[config.mk]
export PLATFORM = sky130hd
export DESIGN_NAME = rcm_cfg
export DESIGN_NICKNAME = d
export VERILOG_FILES = /design/src/rtl/rcm_pkg.sv /design/src/rtl/rcm_cfg.sv
export SDC_FILE = /design/constraint.sdc
export NUM_CORES = 1
export LEC_CHECK = 0
export BUFFER_PORTS_ARGS = -buffer_cell sky130_fd_sc_hd__buf_2
export CORE_UTILIZATION = 35
export DETAILED_ROUTE_END_ITERATION = 10
export MAX_ROUTING_LAYER = met4
export PLACE_DENSITY = 0.92
export SKIP_LAST_GASP = 1
export SLEW_MARGIN = 20
export SYNTH_ARGS = -nofsm -noshare
export SYNTH_HDL_FRONTEND = slang
export SYNTH_SLANG_ARGS = --single-unit
[constraint.sdc]
create_clock -name clk -period 1.9 [get_ports clk]
set_input_delay 0.095 -clock clk [delete_from_list [all_inputs] [get_ports clk]]
set_output_delay 0.095 -clock clk [all_outputs]
set_load 0.1 [all_outputs]
[src/rtl/rcm_pkg.sv]
// Shared constants for the reverse Cuthill-McKee ordering block.
// Holds action codes, result kinds, field widths and register addresses.
// No dependencies.
`default_nettype none

package rcm_pkg;

    localparam int DEF_MAX_VERTICES    = 1024;
    localparam int DEF_MAX_ADJ_ENTRIES = 8192;
    localparam int DEF_REF_BITS        = 20;

    localparam int ACTION_W  = 3;
    localparam int NBR_W     = 10;
    localparam int SEL_W     = 11;
    localparam int POS_W     = 10;
    localparam int OVERT_W   = 10;
    localparam int RESTART_W = 10;
    localparam int PADDR_W   = 3;

    localparam logic [ACTION_W-1:0] ACT_CLEAR    = 3'd0;
    localparam logic [ACTION_W-1:0] ACT_ADD_VERT = 3'd1;
    localparam logic [ACTION_W-1:0] ACT_ADD_NBR  = 3'd2;
    localparam logic [ACTION_W-1:0] ACT_RUN      = 3'd3;
    localparam logic [ACTION_W-1:0] ACT_READ     = 3'd4;

    localparam logic KIND_STATUS = 1'b0;
    localparam logic KIND_READ   = 1'b1;

    localparam logic [PADDR_W-1:0] ADDR_START_VERTEX = 3'd0;

    localparam logic signed [SEL_W-1:0] START_NONE = -11'sd1;

endpackage

`default_nettype wire

[src/rtl/rcm_cfg.sv]
// Configuration register file of the ordering block, behind an APB-style port.
// Holds the default start vertex. Depends on rcm_pkg.
`default_nettype none

module rcm_cfg
    import rcm_pkg::*;
(
    input  wire logic                    clk,
    input  wire logic                    rst_n,
    input  wire logic                    psel,
    input  wire logic                    penable,
    input  wire logic                    pwrite,
    input  wire logic [PADDR_W-1:0]      paddr,
    input  wire logic [31:0]             pwdata,
    output logic      [31:0]             prdata,
    output logic                         pready,
    output logic signed [SEL_W-1:0]      start_vertex
);

    logic signed [SEL_W-1:0] start_vertex_reg;
    logic                    wr_en;

    assign wr_en  = psel && penable && pwrite;
    assign pready = 1'b1;

    always_ff @(posedge clk or negedge rst_n)
    begin
        if (!rst_n)
        begin
            start_vertex_reg <= START_NONE;
        end
        else if (wr_en && paddr == ADDR_START_VERTEX)
        begin
            start_vertex_reg <= SEL_W'(pwdata);
        end
    end

    always_comb
    begin
        unique case (paddr)
            ADDR_START_VERTEX: prdata = 32'(start_vertex_reg);
            default:           prdata = '0;
        endcase
    end

    assign start_vertex = start_vertex_reg;

endmodule

`default_nettype wire

======== Word-level counts from Yosys, hierarchy flattened ========
Index checks and enable logic that the tools add are counted.
storage, ports and cells
  register bits ........................... 11
  output and inout bits ................... 44
  word-level logic and storage cells ...... 6
  input port bits ......................... 40
cells by class
  reduce and logical (&&, ||, !) cells .... 4
  muxes and demuxes ....................... 1
operator list
  kind                 number
  $mux W32             1
  $logic_and A1 B1 Y1  3
  $logic_not A3 Y1     1

======== Depth between registers and ports, before layout ========
Gate-level depths: netlist of the first run.
  depth in word-level cells ............... 3
  gate-level depth with buffers ........... 4
  mapped depth without buffers ............ 3

======== Worst setup path before layout of the first run ========
Ideal clock, no wire load.
  path type ............................... flip-flop to output port
  start ................................... register start_vertex_reg[10], in the netlist start_vertex[10]
  end ..................................... output prdata[11]
  arrival ................................. 2.016 ns
  stages on the path, launching flop included .. 3
  slack ................................... -0.211 ns
  buffers on the path ..................... 1
  cell sequence ........................... dfstp_2 -> and2_2 -> buf_4
between the ends
  cells in the longest elaborated chain, start to end .. 1
RTL lines
  item                    RTL line       source
  start, declared         rcm_cfg.sv:20  logic signed [SEL_W-1:0] start_vertex_reg;
  start signal, assigned  rcm_cfg.sv:34  start_vertex_reg <= SEL_W'(pwdata);
  $mux W32                rcm_cfg.sv:40  unique case (paddr)
  end, declared           rcm_cfg.sv:15  output logic [31:0] prdata,
Every way passes these cells.

======== Worst setup path after layout of the first run ========
  start ................................... register start_vertex_reg[10], in the netlist start_vertex[10]
  end ..................................... output prdata[21]
The elaborated chain is that of the path after synthesis.

==> impl_metrics.env, run 1 <==
export IMPL_cp_required_ns=1.80
export IMPL_nets=144
export IMPL_r2r_slack_ns=1.15
export IMPL_gr_total_overflow=0
export IMPL_fin_crit_ns=1.64
export IMPL_clkTransAtPathRegs_ns=0.07
export IMPL_grt_antenna_before_repair=0
export IMPL_power_uw=1220
export IMPL_leakage_uw=0.000559
export IMPL_clock_latency_ns=0.25
export IMPL_drv_cap=0
export IMPL_fin_crit_sh=0.863
export IMPL_drc=0
export IMPL_syn_nets=100
export IMPL_port_buffers=61
export IMPL_skew_ns=0
export IMPL_critPathKind="flip-flop to output port"
export IMPL_tns_ns=0
export IMPL_die_width_um=47.8
export IMPL_critPathMaxStageDelay_ns=0.54
export IMPL_drt_iter0_markers=2
export IMPL_cts_resized=0
export IMPL_layout_commonest_cell="buf_2"
export IMPL_vias_per_cell=4.12
export IMPL_syn_cell_area_um2=734
export IMPL_ir_worst_vdd_mv=0.782
export IMPL_grt_pass1_vias=448
export IMPL_num_rows=16
export IMPL_crit_slowest_cell="dfstp_2"
export IMPL_via_count=535
export IMPL_setup_viol=0
export IMPL_yosysSeqAreaShare=0.394
export IMPL_cts_root_buf="clkbuf_4"
export IMPL_grt_max_degree=23
export IMPL_crit_path_max_fanout=22
export IMPL_yosysWarningCount=0
export IMPL_drive_above_1_share=0.874
export IMPL_seq_area_um2=289
export IMPL_worst_setup_path_end_kind="output port"
export IMPL_report_final_hold_viol_count=0
export IMPL_status="finished clean"
export IMPL_grt_pass1_wl_um=1900
export IMPL_critPathLaunchType="flip-flop"
export IMPL_synthDistinctLibCells=11
export IMPL_multi_input_area_um2=258
export IMPL_rsz0062_at_grt="false"
export IMPL_drt_pass1_iterations=2
export IMPL_antenna_cells=0
export IMPL_clock_fmax_ghz=0.610
export IMPL_place_congestion=0.665
export IMPL_final_core_util=0.497
export IMPL_synth_avg_cell_area_um2=12.2
export IMPL_htreeDepth=1
export IMPL_die_y_um=47.8
export IMPL_synthCells=60
export IMPL_hp_class="input pin to flip-flop"
export IMPL_initial_core_util=0.374
export IMPL_grt_total_usage=0.128
export IMPL_antenna_left=0
export IMPL_cts_buffers=3
export IMPL_die_area_mm2=0.00229
export IMPL_wire_per_inst_um=9.96
export IMPL_power_density_mw_per_mm2=1250
export IMPL_path_cells="and2_4 -> buf_2"
export IMPL_ys_seq_elements=11
export IMPL_cts_tree="yes"
export IMPL_clk_path_buf_depth=2
export IMPL_io_pins=84
export IMPL_drv_slew=0
export IMPL_cp_arrival_ns=1.55
export IMPL_wl_um=1300
export IMPL_whs_ns=0.0599
export IMPL_coreArea_mm2=0.00196
export IMPL_n_fill_cell=192
export IMPL_syn2layout_area_growth_pct=32.7
export IMPL_largest_register_ffs=11
export IMPL_cts_sinks=11
export IMPL_final_cell_mix="buf_2 (58), dfstp_2 (11), and2_1 (10), mux2_4 (10)"
==> final cells by class <==
cell class / instances / share of cell area
clock buffer: 4 / 0.0270
multi-input combinational: 25 / 0.264
sequential: 11 / 0.297
tap: 27 / 0.0347
timing repair buffer: 63 / 0.377
==> report_power, final <==
group	switching (µW)	leakage (µW)	internal [µW]	total (µW)
Sequential	32.9	0.000115	314	347
Clock	69.0	0.0000150	80.9	150
Combinational	589	0.000429	130	719
==> metrics by stage <==
step	std cells	setup slack, ns	area [µm²]
after floorplan	60	0.0500	736
after global placement	125	0.509	938
after detailed placement	125	0.471	938
after CTS	130	0.242	975
after global routing	130	0.156	975
final	130	0.260	975
==> what timing repair did <==
action                                  in CTS  in global routing
buffers inserted                             0                  0
endpoints found under the hold margin       11                  0
endpoints found under the setup margin       0                  0
hold buffers                                 1                  0
==> logic make-up after synthesis <==
group / count (synthesis) / synth area share
buffers and inverters: 24 / 0.257
and+or+nand+nor: 13 / 0.124
muxes: 11 / 0.220
DFF: 11 / 0.394
other: 1 / 0.00511
==> synth_stat cells (all sizes together) <==
master	number	area, µm²
and2	11	70.1
and4	1	11.3
buf	23	185
clkbuf	1	3.75
conb	1	3.75
dfstp	11	289
mux2	11	161
nor3	1	10.0
==> layer usage <==
metal	global-route usage	share of wire
met1	0.141	0.38
met2	0.219	0.51
met3	0.0226	0.10
met4	0.0667	0.011
met5	-	0
==> critical path, delay by kind of cell (launching register included) <==
kind | cells | cell delay, ns
flip-flops | 1 | 0.54
buffers and inverters | 1 | 0.47
AND/OR/NAND/NOR | 1 | 0.27
==> worst paths after layout <==
kind                             startpoint               to  depth (start not counted)
max                        start_vertex[10]       prdata[21]                          2
max reg2reg                 start_vertex[5]  start_vertex[5]                          1
min reg2reg                 start_vertex[1]  start_vertex[1]                          1
min in group asynchronous             rst_n  start_vertex[9]                          2
min                               pwdata[7]  start_vertex[7]                          2
max in group asynchronous             rst_n  start_vertex[1]                          2
Power figures use the tool's default switching activity.
==> inputs of run 2 (changes only) <==
--- a/config.mk
+++ b/config.mk
@@ -5,11 +5,12 @@
 export SDC_FILE = /design/constraint.sdc
 export NUM_CORES = 1
 export LEC_CHECK = 0
+export ABC_AREA = 1
 export BUFFER_PORTS_ARGS = -buffer_cell sky130_fd_sc_hd__buf_2
-export CORE_UTILIZATION = 35
+export CORE_UTILIZATION = 38
 export DETAILED_ROUTE_END_ITERATION = 10
 export MAX_ROUTING_LAYER = met4
-export PLACE_DENSITY = 0.92
+export PLACE_DENSITY = 0.94
 export SKIP_LAST_GASP = 1
 export SLEW_MARGIN = 20
 export SYNTH_ARGS = -nofsm -noshare
==> run 2 against run 1 <==
Wire length rose by 51%. Setup slack gained 0.029 ns. Sequential cell count unchanged. Utilization increased by 20 points. Count of clock-buffer cells in the layout unchanged. Combinational power up 50%. Clock power up 7%. Area after synthesis increased by 14%. Critical endpoint is now prdata[31]. Highest routed layer unchanged.
==> impl_metrics.env, run 2 <==
export IMPL_status="finished clean"
export IMPL_antenna_left=0
export IMPL_use_met1=0.191
export IMPL_htreeDepth=1
export IMPL_initial_core_util=0.415
export IMPL_die_y_um=49.0
export IMPL_whs_ns=0.0314
export IMPL_synthDistinctLibCells=15
export IMPL_syn2layout_area_growth_pct=68.1
export IMPL_pre_cts_ws_ns=0.558
export IMPL_cts_resized=0
export IMPL_leakage_uw=0.000705
export IMPL_seq_power_share=0.228
export IMPL_cts_tree="yes"
export IMPL_die_width_um=49.0
export IMPL_vias_per_cell=4.50
export IMPL_port_buffers=61
export IMPL_ys_seq_elements=11
export IMPL_nets=185
export IMPL_wl_um=1950
export IMPL_ir_worst_vdd_mv=0.800
export IMPL_drive_above_1_share=0.729
export IMPL_cpLargestDelayFamily="flip-flops"
export IMPL_place_inst=166
export IMPL_power_density_mw_per_mm2=1130
export IMPL_grt_antenna_before_repair=0
export IMPL_grt_pass1_wl_um=3240
export IMPL_critPathLaunchType="flip-flop"
export IMPL_drv_slew=0
export IMPL_power_frac_clock=0.100
export IMPL_dp_hpwl_um=1620
export IMPL_n_fill_cell=155
export IMPL_drc=0
export IMPL_setup_viol=0
export IMPL_cts_root_buf="clkbuf_4"
export IMPL_final_cell_mix="buf_2 (39), buf_12 (23), nor2_2 (12), nand2_1 (12)"
export IMPL_skew_ns=0
export IMPL_cts_buffers=3
export IMPL_p_int_uw=644
export IMPL_layout_setup_ws_ns=0.289
export IMPL_cp_arrival_ns=1.52
export IMPL_synth_top_area_share=0.344
export IMPL_busiest_layer="met2"
export IMPL_crit_path_max_fanout=22
export IMPL_clk_path_buf_depth=2
export IMPL_grt_total_usage=0.181
export IMPL_syn_nets=142
export IMPL_critPathMaxStageDelay_ns=0.63
export IMPL_gr_total_overflow=0
export IMPL_combPwrFrac=0.672
export IMPL_grt_max_degree=23
export IMPL_crit_slowest_cell="dfstp_4"
export IMPL_place_congestion=0.718
export IMPL_rsz0062_at_grt="false"
export IMPL_synth_edf_count=0
export IMPL_synthCells=102
export IMPL_wire_per_inst_um=11.4
export IMPL_synth_common_cells="buf_4 (24), inv_1 (12), nand2_1 (12)"
export IMPL_synth_top_flop_cell="dfstp_2"
export IMPL_fin_crit_ns=1.61
export IMPL_crit_top_cell="buf_12"
export IMPL_yosys_area_top_type="dfstp_2"
export IMPL_die_area_mm2=0.00240
export IMPL_antenna_cells=0
export IMPL_io_pins=84
export IMPL_final_core_util=0.698
export IMPL_grt_use_met2=0.329
export IMPL_coreArea_mm2=0.00202
export IMPL_clock_fmax_ghz=0.621
export IMPL_fin_crit_sh=0.848
export IMPL_cp_required_ns=1.80
export IMPL_path_cells="inv_4 -> nor2_4 -> buf_12 -> buf_12"
export IMPL_hp_class="input pin to flip-flop"
export IMPL_power_switching_uw=955
export IMPL_cts_sinks=11
export IMPL_final_cells=171
export IMPL_drv_cap=0
export IMPL_yosysWarningCount=0
export IMPL_use_met3=0.0436
export IMPL_synth_area_top_cells="dfstp_2 (34%), buf_4 (21%), o21bai_2 (12%)"
export IMPL_tns_ns=0
export IMPL_yosysSeqAreaShare=0.344
export IMPL_async_reset_ff_frac=1.00
export IMPL_drt_iter0_markers=4
export IMPL_synth_avg_cell_area_um2=8.23
export IMPL_syn_cell_area_um2=840
export IMPL_largest_register_ffs=11
export IMPL_drt_pass1_iterations=3
export IMPL_sw_frac_of_total=0.597
export IMPL_via_count=770
export IMPL_critPathKind="flip-flop to output port"
export IMPL_report_final_hold_viol_count=0
export IMPL_grt_pass1_vias=706
export IMPL_num_rows=16
export IMPL_critPathBufInv=3
export IMPL_layout_commonest_cell="buf_2"
export IMPL_worst_setup_path_end_kind="output port"
export IMPL_clkTransAtPathRegs_ns=0.07
export IMPL_synth_most_common_cell="buf_4"
export IMPL_clock_latency_ns=0.26
==> run 2: changes by cell type in the layout (fill, tap and decap cells not counted), moves of 2 or more <==
| cell | delta |
|---|---|
| buf_12 | +20 |
| buf_2 | -19 |
| nand2_1 | +12 |
| nor2_2 | +12 |
| inv_1 | +11 |
| nand3_1 | +11 |
| and2_1 | -10 |
| mux2_4 | -10 |
| o21bai_2 | +9 |
| inv_2 | +2 |
| o21bai_1 | +2 |
==> run 2: through the flow <==
stage,area [µm²],total power [µW]
2_1_floorplan,978,1290
3_3_place_gp,1380,1420
3_5_place_dp,1380,1450
4_1_cts,1410,1610
5_1_grt,1410,1660
6_report,1410,1600
==> run 2: routing by layer <==
layer  vias to the layer above  share of wire  wire length [µm]
met5                         -              0                 0
met4                         0          0.011                21
met3                         4          0.079               154
met2                        53           0.51               990
met1                       341           0.40               784
li1                        372              -                 -
==> run 2: cell type report <==
type,instances,area (µm²),area share
multi-input combinational,50,323,0.229
sequential,11,293,0.207
tap,27,33.8,0.0239
timing repair buffer,65,681,0.482
inverter,14,55.1,0.0390
clock buffer,4,26.3,0.0186
==> run 2: cells by family after synthesis <==
| logic type | after synthesis | share of synthesized area |
|---|---|---|
| AND/OR/NAND/NOR | 38 | 0.203 |
| flip-flops | 11 | 0.344 |
| AO/OA/AOI/OAI | 11 | 0.139 |
| buffers and inverters | 41 | 0.310 |
| other | 1 | 0.00447 |
==> run 2: timing repair <==
action	CTS	global route
endpoints found under the setup margin	0	0
setup buffers	0	0
endpoints found under the hold margin	11	0
hold buffers	1	0
==> run 2: worst reg2reg max path, stage by stage, from the launching register on <==
cell	delay, ns
dfstp_4	0.63
inv_4	0.04
o21bai_2	0.17
nand2_1	0.07
==> run 2: power groups by stage <==
stage	registers, µW	clock network (µW)	logic (µW)
floorplan	798	0	490
detailed placement	367	0	1080
finish	364	160	1080
global placement	363	0	1060
CTS	364	164	1080
global route	371	175	1110
==> run 2: worst paths after layout <==
kind / start / endpoint / slack (ns) / cells past startpoint
min in group asynchronous: rst_n / start_vertex[6] / 0.45 / 2
worst min-delay path: pwdata[3] / start_vertex[3] / 0.03 / 3
worst max register to register: start_vertex[10] / start_vertex[10] / 0.94 / 3
worst min register to register: start_vertex[3] / start_vertex[3] / 0.58 / 3
max in group asynchronous: rst_n / start_vertex[9] / 1.43 / 2
worst max-delay path: start_vertex[10] / prdata[31] / 0.29 / 4
